### src/rtl/bts_pkg.sv
// Shared constants, types and helpers for the bilinear texture sampler.
package bts_pkg;

    localparam int COORD_BITS  = 16;
    localparam int WEIGHT_BITS = 8;
    localparam int SIDE_BITS   = 9;
    localparam int IDX_BITS    = 8;
    localparam int ADDR_BITS   = 16;
    localparam int TEXEL_BITS  = 32;
    localparam int LANE_BITS   = 8;
    localparam int LANES       = TEXEL_BITS / LANE_BITS;
    localparam int SCALED_BITS = COORD_BITS + SIDE_BITS;
    localparam int K_BITS      = 2 * WEIGHT_BITS + 1;
    localparam int TEX_DEPTH   = 65536;
    localparam int MAX_SIDE    = 256;

    localparam logic FUNC_WRITE  = 1'b0;
    localparam logic FUNC_SAMPLE = 1'b1;

    localparam logic REG_WIDTH  = 1'b0;
    localparam logic REG_HEIGHT = 1'b1;

    typedef struct packed {
        logic [IDX_BITS-1:0]    lo;
        logic [IDX_BITS-1:0]    hi;
        logic [WEIGHT_BITS-1:0] wt;
    } loc_t;

    // Map a programmed side length onto 1..MAX_SIDE.
    function automatic logic [SIDE_BITS-1:0] clamp_side(input logic [SIDE_BITS-1:0] s);
        logic [SIDE_BITS-1:0] r;
        r = s;
        if (s == '0)
            r = SIDE_BITS'(1);
        else if (s > SIDE_BITS'(MAX_SIDE))
            r = SIDE_BITS'(MAX_SIDE);
        return r;
    endfunction

endpackage

### src/rtl/bts_blend.sv
// Per-lane weighted blend of four texels with truncation and saturation.
module bts_blend (
    input  logic [bts_pkg::TEXEL_BITS-1:0] t00,
    input  logic [bts_pkg::TEXEL_BITS-1:0] t10,
    input  logic [bts_pkg::TEXEL_BITS-1:0] t01,
    input  logic [bts_pkg::TEXEL_BITS-1:0] t11,
    input  logic [bts_pkg::K_BITS-1:0]     k00,
    input  logic [bts_pkg::K_BITS-1:0]     k10,
    input  logic [bts_pkg::K_BITS-1:0]     k01,
    input  logic [bts_pkg::K_BITS-1:0]     k11,
    output logic [bts_pkg::TEXEL_BITS-1:0] texel
);

    localparam int SUM_BITS = bts_pkg::K_BITS + bts_pkg::LANE_BITS + 2;
    localparam int SHIFT    = 2 * bts_pkg::WEIGHT_BITS;

    logic [SUM_BITS-1:0] sum [bts_pkg::LANES];
    logic [SUM_BITS-1:0] lane_val [bts_pkg::LANES];

    always_comb
    begin
        for (int l = 0; l < bts_pkg::LANES; l++)
        begin
            sum[l] = SUM_BITS'(t00[l*bts_pkg::LANE_BITS +: bts_pkg::LANE_BITS] * k00)
                   + SUM_BITS'(t10[l*bts_pkg::LANE_BITS +: bts_pkg::LANE_BITS] * k10)
                   + SUM_BITS'(t01[l*bts_pkg::LANE_BITS +: bts_pkg::LANE_BITS] * k01)
                   + SUM_BITS'(t11[l*bts_pkg::LANE_BITS +: bts_pkg::LANE_BITS] * k11);
            lane_val[l] = sum[l] >> SHIFT;
            if (lane_val[l] > SUM_BITS'(255))
                texel[l*bts_pkg::LANE_BITS +: bts_pkg::LANE_BITS] = 8'hFF;
            else
                texel[l*bts_pkg::LANE_BITS +: bts_pkg::LANE_BITS] =
                    lane_val[l][bts_pkg::LANE_BITS-1:0];
        end
    end

endmodule

### config.mk
export PLATFORM = sky130hd
export DESIGN_NAME = bts_blend
export DESIGN_NICKNAME = d
export VERILOG_FILES = /design/src/rtl/bts_pkg.sv /design/src/rtl/bts_blend.sv
export SDC_FILE = /design/constraint.sdc
export NUM_CORES = 2
export LEC_CHECK = 0
export BUFFER_PORTS_ARGS = -buffer_cell sky130_fd_sc_hd__buf_4
export CAP_MARGIN = 20
export CORE_MARGIN = 1.5
export CORE_UTILIZATION = 45
export DETAILED_ROUTE_END_ITERATION = 7
export GPL_TIMING_DRIVEN = 0
export PLACE_DENSITY = 0.57
export SLEW_MARGIN = 20
export SYNTH_ARGS = -nofsm -noshare
export SYNTH_HDL_FRONTEND = slang
export SYNTH_SLANG_ARGS = --single-unit
### constraint.sdc
create_clock -name vclk -period 9.2
set_clock_uncertainty 0.1 [all_clocks]
set_input_delay 0.46 -clock vclk [all_inputs]
set_output_delay 0.46 -clock vclk [all_outputs]
set_load 0.01 [all_outputs]
Word level (Yosys, flattened, before mapping)
Cells that the tools add are included.

storage, ports and cells
  bits in registers = 0
  latch bits = 0
  bits in writable memories = 0
  ROM bits = 0
  bits of input ports = 196
  output and inout port bits = 32
  logic and storage cells = 36
  memories = 0

cells by class
  $add $sub $neg = 12
  $mul = 16
  div/mod/pow operators = 0
  $lt $le $gt $ge = 4
  eq/ne operators = 0
  shift-type cells = 0
  multiplexer cells = 4
  bitwise operators = 0
  reductions and logical operators = 0

operators by type and width
  operator                                                                          count
  8-bit by 17-bit multiplier with 25-bit output                                     16
  26-bit by 25-bit adder with 27-bit output                                         4
  27-bit by 25-bit adder with 27-bit output                                         4
  25-bit by 25-bit adder with 26-bit output                                         4
  11-bit by 8-bit greater-than comparator with 1-bit output, second input constant  4
  8-bit 2-to-1 mux                                                                  4

Logic depth before layout (Yosys ltp)
  depth after elaboration = 6
  depth in mapped cells = 27

Worst setup path before layout
Ideal clock, no wire load.

  kind = input -> output
  start point = input t00[19] in the netlist's numbering
  end point = output texel[21] in the netlist's numbering
  data arrival time = 7.264 ns
  slack = 1.376 ns
  cell stages on the path = 27
  cells stage by stage = clkbuf_1 -> clkbuf_1 -> nand2_1 -> fa_1 -> inv_1 -> fa_1 -> inv_1 -> fa_1 -> fa_1 -> inv_1 -> fa_1 -> inv_1 -> fa_1 -> inv_1 -> fa_1 -> inv_1 -> fa_1 -> inv_1 -> ha_1 -> a211oi_2 -> o31ai_2 -> a2111oi_4 -> o31ai_2 -> a311oi_2 -> xor2_1 -> nand4_2 -> or2_1

on the way
  word-level cells in the longest chain between the ends = 6

ends and longest elaborated chain
  item                                                       RTL line         text
  start: declaration                                         bts_blend.sv:3   input logic [bts_pkg::TEXEL_BITS-1:0] t00,
  8-bit by 17-bit multiplier with 25-bit output *            bts_blend.sv:24  sum[l] = SUM_BITS'(t00[l*bts_pkg::LANE_BITS +: bts_pkg::LANE_BITS] * k00)
  25-bit by 25-bit adder with 26-bit output *                bts_blend.sv:25  + SUM_BITS'(t10[l*bts_pkg::LANE_BITS +: bts_pkg::LANE_BITS] * k10)
  26-bit by 25-bit adder with 27-bit output *                bts_blend.sv:26  + SUM_BITS'(t01[l*bts_pkg::LANE_BITS +: bts_pkg::LANE_BITS] * k01)
  27-bit by 25-bit adder with 27-bit output *                bts_blend.sv:27  + SUM_BITS'(t11[l*bts_pkg::LANE_BITS +: bts_pkg::LANE_BITS] * k11);
  11-bit by 8-bit greater-than comparator with 1-bit output  bts_blend.sv:29  if (lane_val[l] > SUM_BITS'(255))
  8-bit 2-to-1 mux *                                         bts_blend.sv:29
  end: declaration                                           bts_blend.sv:11  output logic [bts_pkg::TEXEL_BITS-1:0] texel

Every way passes the cells marked *; elsewhere a longest branch is shown, timed or not.

Worst setup path in the final report
  start point = input k10[11] in the netlist's numbering
  end point = output texel[21] in the netlist's numbering

on the way
  word-level cells in the longest chain between the ends = 6

ends and longest elaborated chain
  item                                                       RTL line         text
  start: declaration                                         bts_blend.sv:8   input logic [bts_pkg::K_BITS-1:0] k10,
  8-bit by 17-bit multiplier with 25-bit output *            bts_blend.sv:25
  25-bit by 25-bit adder with 26-bit output *                bts_blend.sv:25
  26-bit by 25-bit adder with 27-bit output *                bts_blend.sv:26
  27-bit by 25-bit adder with 27-bit output *                bts_blend.sv:27
  11-bit by 8-bit greater-than comparator with 1-bit output  bts_blend.sv:29
  8-bit 2-to-1 mux *                                         bts_blend.sv:29

Marked as above.

==> results.ini <==
[global_routing]
grt_overflow=0
grt_util_all_layers=0.380
grt_max_degree=18
grt_first_pass_wirelength_um=409000
antenna_found_initial=46
grt_pass1_vias=54700

[finish]
final_common_cell=inv_1
nFlopsAndLatches=0
ff_latch_area_um2=0
nClkBuffers=0
final_cell_mix=inv_1, fa_1, nand2_1, and2_1, ha_1
layout.nets=10500
multi_input_area_mm2=0.0595
area_delta_synth_final_pct=6.61
num-fill-cells=15000
drive_gt1_frac=0.0573

[synth]
yosys.area_share.simple=0.167
yosys-top-cells-area=fa_1, inv_1, ha_1, and2_1, nand2_1
yosys.area_share.adder=0.670
netlist.area_leader.share=0.571
synth_area_mm2=0.0690
synthMuxAreaShare=0.000454
yosysUniqueCellTypes=58
yosys_warnings=0
synth_top_family_by_area=adder cells
synth_area_leader_cell=fa_1
ys_seq_area_frac=0
synth_xor_area_frac=0.00642
postSynthAreaPerCell_um2=9.05
synth_compound_area_frac=0.0172
syn-instance-count=7624
synth_nets=10300

[flow_run]
cap_violations=0

[sta]
whs_ns=2.29
tightestPinTransition_ns=1.19
setup_viol=2
fin_crit_sh=1.00
finalMaxSlewViolations=0
fin_crit_ns=9.24
fmax_ghz=0.108
hold_violations=0
setup_ws_ns=-0.0412
finalSetupTns_ns=-0.0641
max-slew-margin-rel=0.206

[route]
drt_wl_total_um=287000
firstDrtPassIters=6
drc=0
dr.first_iter.drc_count=5109
vias=52200
drt-vias-per-instance=5.29
routedWlPerCell_um=29.1
ant_nets=0

[placement]
port_buffers=188
place.gp.congestion=1.00
dp_slack_ns=-0.809
hpwl_um=253000

[outcome]
outcome=finished with violations
violations=setup timing

[die]
chipWidth_um=394
start_util=0.454
ioPinCount=228
die_h_um=394
coreArea_mm2=0.152
dieArea_mm2=0.156
num_rows=143

[setup_path]
crit_fanout=10
crit_path_end_kind=output pin
worst_path_max_delay_cell=fa_1
worstPathCellList=buf_4 > clkbuf_1 > nand2_1 > fa_1 > inv_1 > fa_1 > fa_1 > fa_1 > fa_1 > fa_1 > fa_1 > fa_1 > ha_1 > a21oi_1 > nand2b_1 > a211o_2 > a2111oi_4 > o21ai_0 > xnor2_1 > nand4_4 > or2_1 > buf_4
critical_path_class=input port to output pin
crit_path_start_kind=input port
cp_top_family=adder cells
crit_arrival_ns=8.68
max_stage_delay_ns=0.71
critical_path_buf_inv_count=4
crit_top_cell=fa_1
required_ns=8.64

[hold_path]
hp-class=input port to output pin

[clocking]
hold_buffers=0

[area by class of cell]
type                            count  area share
Multi-Input combinational cell   5076       0.809
Antenna cell                       41     0.00140
Tap cell                         2030      0.0345
Timing Repair Buffer              202      0.0214
Buffer                            357      0.0226
Inverter                         2172       0.111
[cell usage after synthesis, types with 16 or more instances]
library cell,number
nand3_1,19
a21o_1,16
ha_1,544
nor2_1,26
and2_1,1020
clkbuf_1,375
xnor2_1,37
fa_1,1968
nand2_1,1219
inv_1,2172
o21ai_0,29
a21oi_1,49
[per-stage QoR]
| step | area [um^2] | instances | util |
|---|---|---|---|
| after floorplan | 69000 | 7624 | - |
| after global placement | 72900 | 9842 | 0.479 |
| after detailed placement | 73100 | 9850 | 0.481 |
| after CTS | 73200 | 9848 | 0.482 |
| after global routing | 73500 | 9849 | 0.483 |
| final | 73500 | 9878 | 0.483 |
[layer usage]
metal | part of all wire | track usage
met4 | 0.070 | 0.203
met5 | 0.000038 | 0
met2 | 0.44 | 0.577
met3 | 0.10 | 0.0841
met1 | 0.39 | 0.508
[timing repair]
item | in CTS | in global routing
resized for setup | 93 | 291
setup endpoints to repair | 32 | 32
setup buffers | 3 | 3
pin swaps | 2 | 3
[kinds of logic after synthesis]
kind of cell	Yosys count
compound gates	170
xor+xnor	49
fa+ha+maj	2512
buf+inv	2548
mux	3
simple gates	2342
[final timing paths]
check | cells after the start | endpoint | slack [ns] | from
setup / recovery | 22 | texel[21] | -0.04 | k10[11]
hold / removal | 9 | texel[21] | 2.29 | k00[16]
