==> src/rtl/bts_pkg.sv <==
// Shared constants, types and helpers for the bilinear texture sampler.
package bts_pkg;

    localparam int COORD_BITS  = 16;
    localparam int WEIGHT_BITS = 8;
    localparam int SIDE_BITS   = 9;
    localparam int IDX_BITS    = 8;
    localparam int ADDR_BITS   = 16;
    localparam int TEXEL_BITS  = 32;
    localparam int LANE_BITS   = 8;
    localparam int LANES       = TEXEL_BITS / LANE_BITS;
    localparam int SCALED_BITS = COORD_BITS + SIDE_BITS;
    localparam int K_BITS      = 2 * WEIGHT_BITS + 1;
    localparam int TEX_DEPTH   = 65536;
    localparam int MAX_SIDE    = 256;

    localparam logic FUNC_WRITE  = 1'b0;
    localparam logic FUNC_SAMPLE = 1'b1;

    localparam logic REG_WIDTH  = 1'b0;
    localparam logic REG_HEIGHT = 1'b1;

    typedef struct packed {
        logic [IDX_BITS-1:0]    lo;
        logic [IDX_BITS-1:0]    hi;
        logic [WEIGHT_BITS-1:0] wt;
    } loc_t;

    // Map a programmed side length onto 1..MAX_SIDE.
    function automatic logic [SIDE_BITS-1:0] clamp_side(input logic [SIDE_BITS-1:0] s);
        logic [SIDE_BITS-1:0] r;
        r = s;
        if (s == '0)
            r = SIDE_BITS'(1);
        else if (s > SIDE_BITS'(MAX_SIDE))
            r = SIDE_BITS'(MAX_SIDE);
        return r;
    endfunction

endpackage

==> src/rtl/bts_locate.sv <==
// Coordinate unit: scale a wrapped fraction to texel space, find neighbours and weight.
module bts_locate (
    input  logic                            clk,
    input  logic                            load,
    input  logic                            en,
    input  logic [bts_pkg::COORD_BITS-1:0]  coord,
    input  logic [bts_pkg::SIDE_BITS-1:0]   side,
    output bts_pkg::loc_t                   loc
);

    localparam logic [bts_pkg::SCALED_BITS-1:0] HALF =
        bts_pkg::SCALED_BITS'(1) << (bts_pkg::COORD_BITS - 1);

    logic [bts_pkg::SCALED_BITS-1:0] scaled_reg;
    logic [bts_pkg::SIDE_BITS-1:0]   side_reg;
    logic [bts_pkg::SCALED_BITS-1:0] pos;
    logic [bts_pkg::COORD_BITS-1:0]  frac;
    logic [bts_pkg::SIDE_BITS-1:0]   base;
    logic [bts_pkg::SIDE_BITS-1:0]   base_up;
    logic [bts_pkg::SIDE_BITS-1:0]   last;
    bts_pkg::loc_t                   loc_next;
    bts_pkg::loc_t                   loc_reg;

    always_ff @(posedge clk)
    begin
        if (load)
        begin
            scaled_reg <= bts_pkg::SCALED_BITS'(coord * side);
            side_reg   <= side;
        end
        if (en)
        begin
            loc_reg <= loc_next;
        end
    end

    always_comb
    begin
        last = side_reg - bts_pkg::SIDE_BITS'(1);
        pos  = scaled_reg - HALF;
        if (scaled_reg < HALF)
        begin
            // left/bottom of the first texel center: both neighbours are index 0
            base    = '0;
            base_up = '0;
            frac    = bts_pkg::COORD_BITS'(scaled_reg + HALF);
        end
        else
        begin
            base    = bts_pkg::SIDE_BITS'(pos[bts_pkg::SCALED_BITS-2:bts_pkg::COORD_BITS]);
            base_up = base + bts_pkg::SIDE_BITS'(1);
            frac    = pos[bts_pkg::COORD_BITS-1:0];
        end
        loc_next.lo = bts_pkg::IDX_BITS'((base > last) ? last : base);
        loc_next.hi = bts_pkg::IDX_BITS'((base_up > last) ? last : base_up);
        loc_next.wt = frac[bts_pkg::COORD_BITS-1 -: bts_pkg::WEIGHT_BITS];
    end

    assign loc = loc_reg;

endmodule

==> config.mk <==
export PLATFORM = sky130hd
export DESIGN_NAME = bts_locate
export DESIGN_NICKNAME = d
export VERILOG_FILES = /design/src/rtl/bts_pkg.sv /design/src/rtl/bts_locate.sv
export SDC_FILE = /design/constraint.sdc
export NUM_CORES = 1
export LEC_CHECK = 0
export BUFFER_PORTS_ARGS = -buffer_cell sky130_fd_sc_hd__clkbuf_2
export CAP_MARGIN = 20
export CELL_PAD_IN_SITES_DETAIL_PLACEMENT = 0
export CELL_PAD_IN_SITES_GLOBAL_PLACEMENT = 1
export CORE_UTILIZATION = 49
export DETAILED_ROUTE_END_ITERATION = 8
export PLACE_DENSITY_LB_ADDON = 0.25
export SLEW_MARGIN = 20
export SYNTH_ARGS = -nofsm -noshare
export SYNTH_HDL_FRONTEND = slang
export SYNTH_SLANG_ARGS = --single-unit
==> constraint.sdc <==
create_clock -name clk -period 6.3 [get_ports clk]
set_input_delay 0.315 -clock clk [delete_from_list [all_inputs] [get_ports clk]]
set_output_delay 0.315 -clock clk [all_outputs]
set_load 0.01 [all_outputs]
=== Word-level counts from Yosys, hierarchy flattened ===
Cells that the tools add are included.

* Bits of input ports: 28
* Output and inout port bits: 24
* Register bits after elaboration: 58
* Word-level logic and storage cells: 18

* $mul: 1
* Add/subtract/negate cells: 4
* Multiplexer cells: 5
* Magnitude comparators: 3

{| class="wikitable"
|+ Operators with widths
! operator !! count
|-
| $lt A25 B16 Y1 const B || 1
|-
| $mul A16 B9 Y25 || 1
|-
| $mux W8 || 3
|-
| $sub A24 B16 Y24 const B || 1
|-
| $add A16 B16 Y16 const B || 1
|-
| $mux W16 || 1
|-
| $add A8 B1 Y9 const B || 1
|-
| $gt A8 B9 Y1 || 1
|-
| $gt A9 B9 Y1 || 1
|-
| $mux W9 || 1
|-
| $sub A9 B1 Y9 const B || 1
|}

=== Longest topological paths before layout ===
* Depth in word-level cells: 5
* Depth in mapped cells: 18
* Gate-level depth less buffers: 17

=== Worst setup path after synthesis ===
Ideal clock, no wire load.

* Path kind: in2reg
* From: in coord[7] (netlist bit)
* To: reg scaled_reg[19] (netlist bit), data pin
* Cell stages on the path: 16
* Setup time: 0.259 ns
* Path buffers: 1
* Path slack: 1.551 ns
* Arrival time: 4.490 ns
* Data required time: 6.041 ns
* Path through: clkbuf_1 nand2_1 fa_1 inv_1 fa_1 inv_1 fa_1 fa_1 inv_1 ha_1 a21o_1 a31oi_1 a32oi_2 a311o_1 a31o_2 xor2_1

* Word-level cells in the longest chain between the ends: 1

{| class="wikitable"
|+ Ends and longest elaborated chain
! what !! line !! source
|-
| start: declaration || bts_locate.sv:6 || <nowiki>input logic [bts_pkg::COORD_BITS-1:0] coord,</nowiki>
|-
| $mul A16 B9 Y25 || bts_locate.sv:28 || <nowiki>scaled_reg <= bts_pkg::SCALED_BITS'(coord * side);</nowiki>
|-
| end signal: assignment || bts_locate.sv:28 ||
|-
| end: declaration || bts_locate.sv:14 || <nowiki>logic [bts_pkg::SCALED_BITS-1:0] scaled_reg;</nowiki>
|}

Every way passes these cells.
A chain may end at the register's enable or synchronous reset.

=== Final worst setup path ===
* From: in side[2] (netlist bit)
* To: reg scaled_reg[24] (netlist bit), data pin

* Word-level cells in the longest chain between the ends: 1

{| class="wikitable"
|+ Ends and longest elaborated chain
! what !! line !! source
|-
| start: declaration || bts_locate.sv:7 || <nowiki>input logic [bts_pkg::SIDE_BITS-1:0] side,</nowiki>
|-
| $mul A16 B9 Y25 || bts_locate.sv:28 ||
|}

Every way passes these cells.

==> flow_summary.ini <==
[synth]
synthArstFlopShare = 0
syn_area_per_cell_um2 = 9.700
syn_area_um2 = 6984
synth_seq_area_share = 0.2150
yosysTopAreaCell = fa_1
ys.flop_type = edfxtp_1
synth_fp_nets = 907
yosysUniqueCellTypes = 58
synth_top_area_share = 0.2809
ys_warn_count = 0
ys_seq_elements = 50
postSynthCellCount = 720
synth_area_leaders = fa_1 28%, edfxtp_1 21%, ha_1 11%, inv_1 7.6%, and2_1 5.8%
synth-edff-count = 50

[final_layout]
layout_common_cells = 142 x inv_1, 100 x nand2_1, 98 x fa_1
multi_input_area_um2 = 4868
fin_nets = 945
largest_reg_flops = 24
n_antenna_cell = 0
postLayoutCellArea_um2 = 7533
nFillCells = 1269
area_growth_pct = 7.865
drive_gt1_frac = 0.1014
seq_area_um2 = 1501
final_common_cell = inv_1

[clock_tree]
cts_sinks = 50
cts_resized = 0
h-tree-depth = 2
clock_latency_ps = 290
cts_max_path_buffers = 2
cts_made_buffers = 5
root_buffer = clkbuf_16
clkTransAtPathRegs_ps = 70
cts_setup_buffers = 0
hold_buffers = 0
cts_tree = built

[grt]
grt_pass1_vias = 4984
grt.total_usage = 0.2091
antenna_found_initial = 0
grt_max_degree = 27
grt_pass1_wl_um = 24310
grt-ovfl-total = 0

[route]
post_drt_wl_per_cell_um = 15.29
vias = 4892
viasPerCell = 5.210
drt-total-wl_um = 14360
ant_nets = 0
first_iter_violations = 268
dr.pass1.iters = 4
drc = 0

[min_path]
holdCritPathClass = reg -> reg
hp-start = scaled_reg[11]$_DFFE_PP_
hold_path_end = loc[3]$_DFFE_PP_
hold_depth = 0

[sta]
tightest_slew_ps = 673.2
period_minus_slack_ps = 4908
fin_skew_ps = 5.683
fmax_ghz = 0.2038
postLayoutSetupSlackWorst_ps = 1392
setup_viol_count_final = 0
maxSlewHeadroom = 0.5512
slew_violations = 0
rsz0062_at_grt = false
setup_tns_ps = 0
hold_violations = 0
post-route-period-util = 0.7790

[critical_path]
start_kind = primary input
critPathMaxFanout = 17
end_kind = flop
critPathRequiredTime_ps = 6410
rr_worst_depth = 16
r2r_end = loc[21]$_DFFE_PP_
reg2reg_slack_ps = 2060
criticalPathCategory = in -> reg
reg2reg_from = scaled_reg[15]$_DFFE_PP_
worst_ep_arrival_time_ps = 5020

[floorplan]
die_h_um = 121.4
num_io_pins = 52
start_util = 0.5032
dieArea_um2 = 14730
dieWidth_um = 121.4
num_rows = 43
core-area_um2 = 13880

[placed_design]
dpl_cell_area_um2 = 7383
io_buffers = 51
post-place-ws_ps = 1095
place.gp.congestion = 0.8642
hpwlAfterDp_um = 11760

[power_and_ir_drop]
p_leak_nw = 3.691
power.density_nw_per_um2 = 424.2
peakVddDrop_v = 0.0001807

[flow_run]
drv_cap = 0

[run_status]
status = completed
report_power, final:
| group | total [mW] | leakage, nW | internal (mW) | switching [mW] |
|---|---|---|---|---|
| Sequential | 0.689 | 0.489 | 0.612 | 0.0773 |
| Combinational | 2.23 | 3.13 | 0.972 | 1.26 |
| Clock | 0.273 | 0.0704 | 0.149 | 0.123 |
| Total | 3.20 | 3.69 | 1.73 | 1.46 |
per-stage QoR:
| stage | instances | utilization | total power, mW | hold WS (ps) |
|---|---|---|---|---|
| final | 939 | 0.5427 | 3.196 | 420.3 |
| after global routing | 939 | 0.5427 | 3.547 | 425.1 |
| after CTS | 939 | 0.5427 | 3.226 | 420.5 |
| after detailed placement | 931 | 0.5319 | 2.937 | 406.3 |
| after global placement | 931 | 0.5319 | 2.913 | 404.5 |
| after floorplan | 720 | - | 2.408 | 400.3 |
synth_stat cells (all sizes together), types with 3 or more instances:
master	n
nand4	5
a31oi	5
o311ai	3
xor2	13
and2	66
ha	61
inv	142
or2	6
nand2	100
nor3	11
a21oi	10
a21o	7
mux2i	14
nor2	25
mux2	3
a211oi	4
o21ai	9
o21a	8
xnor2	21
fa	98
edfxtp	50
and4b	3
nand3	3
clkbuf	18
routing by layer:
layer | up-vias | share of wire | GRT usage
met4 | 0 | 0.0052 | 0.03086
met1 | 2447 | 0.45 | 0.2835
met3 | 6 | 0.033 | 0.01316
met5 | - | 0 | 0
li1 | 2360 | - | -
met2 | 79 | 0.51 | 0.3729
final cells by class:
class,instances,share of cell area
sequential,50,0.1993
tap,180,0.02990
timing repair buffer,51,0.03388
clock buffer,5,0.01661
inverter,142,0.07075
multi-input combinational,508,0.6462
clock inverter,3,0.003322
how the worst max path moves through the flow:
stage             start                       end  slack [ps]  depth (start not counted)
2_1_floorplan  coord[7]  scaled_reg[19]$_DFFE_PP_        1550                         16
3_3_place_gp    side[5]  scaled_reg[24]$_DFFE_PP_        1240                         16
3_5_place_dp    side[5]  scaled_reg[24]$_DFFE_PP_        1090                         16
4_1_cts         side[5]  scaled_reg[24]$_DFFE_PP_        1390                         16
5_1_grt         side[2]  scaled_reg[24]$_DFFE_PP_         920                         17
6_report        side[2]  scaled_reg[24]$_DFFE_PP_        1390                         17
cell families after synthesis:
logic type      count (synthesis)  share of synthesized area
compound gates                 63                    0.06485
xor+xnor                       34                    0.04264
fa+ha+maj                     159                     0.3902
buf+inv                       162                    0.08796
flops                          50                     0.2150
mux                            17                    0.02669
simple gates                  235                     0.1727
critical path: stages:
cell      delay (ps)
clkbuf_2         350
nand2_1          150
fa_1             550
inv_1             50
fa_1             500
inv_1             50
fa_1             470
inv_1             60
fa_1             470
ha_1             360
a21o_1           190
a31oi_1          340
o32ai_1          220
o21ai_1          310
a21oi_1          170
o2111a_1         260
a211oi_1         200
Power figures use the tool's default switching activity.
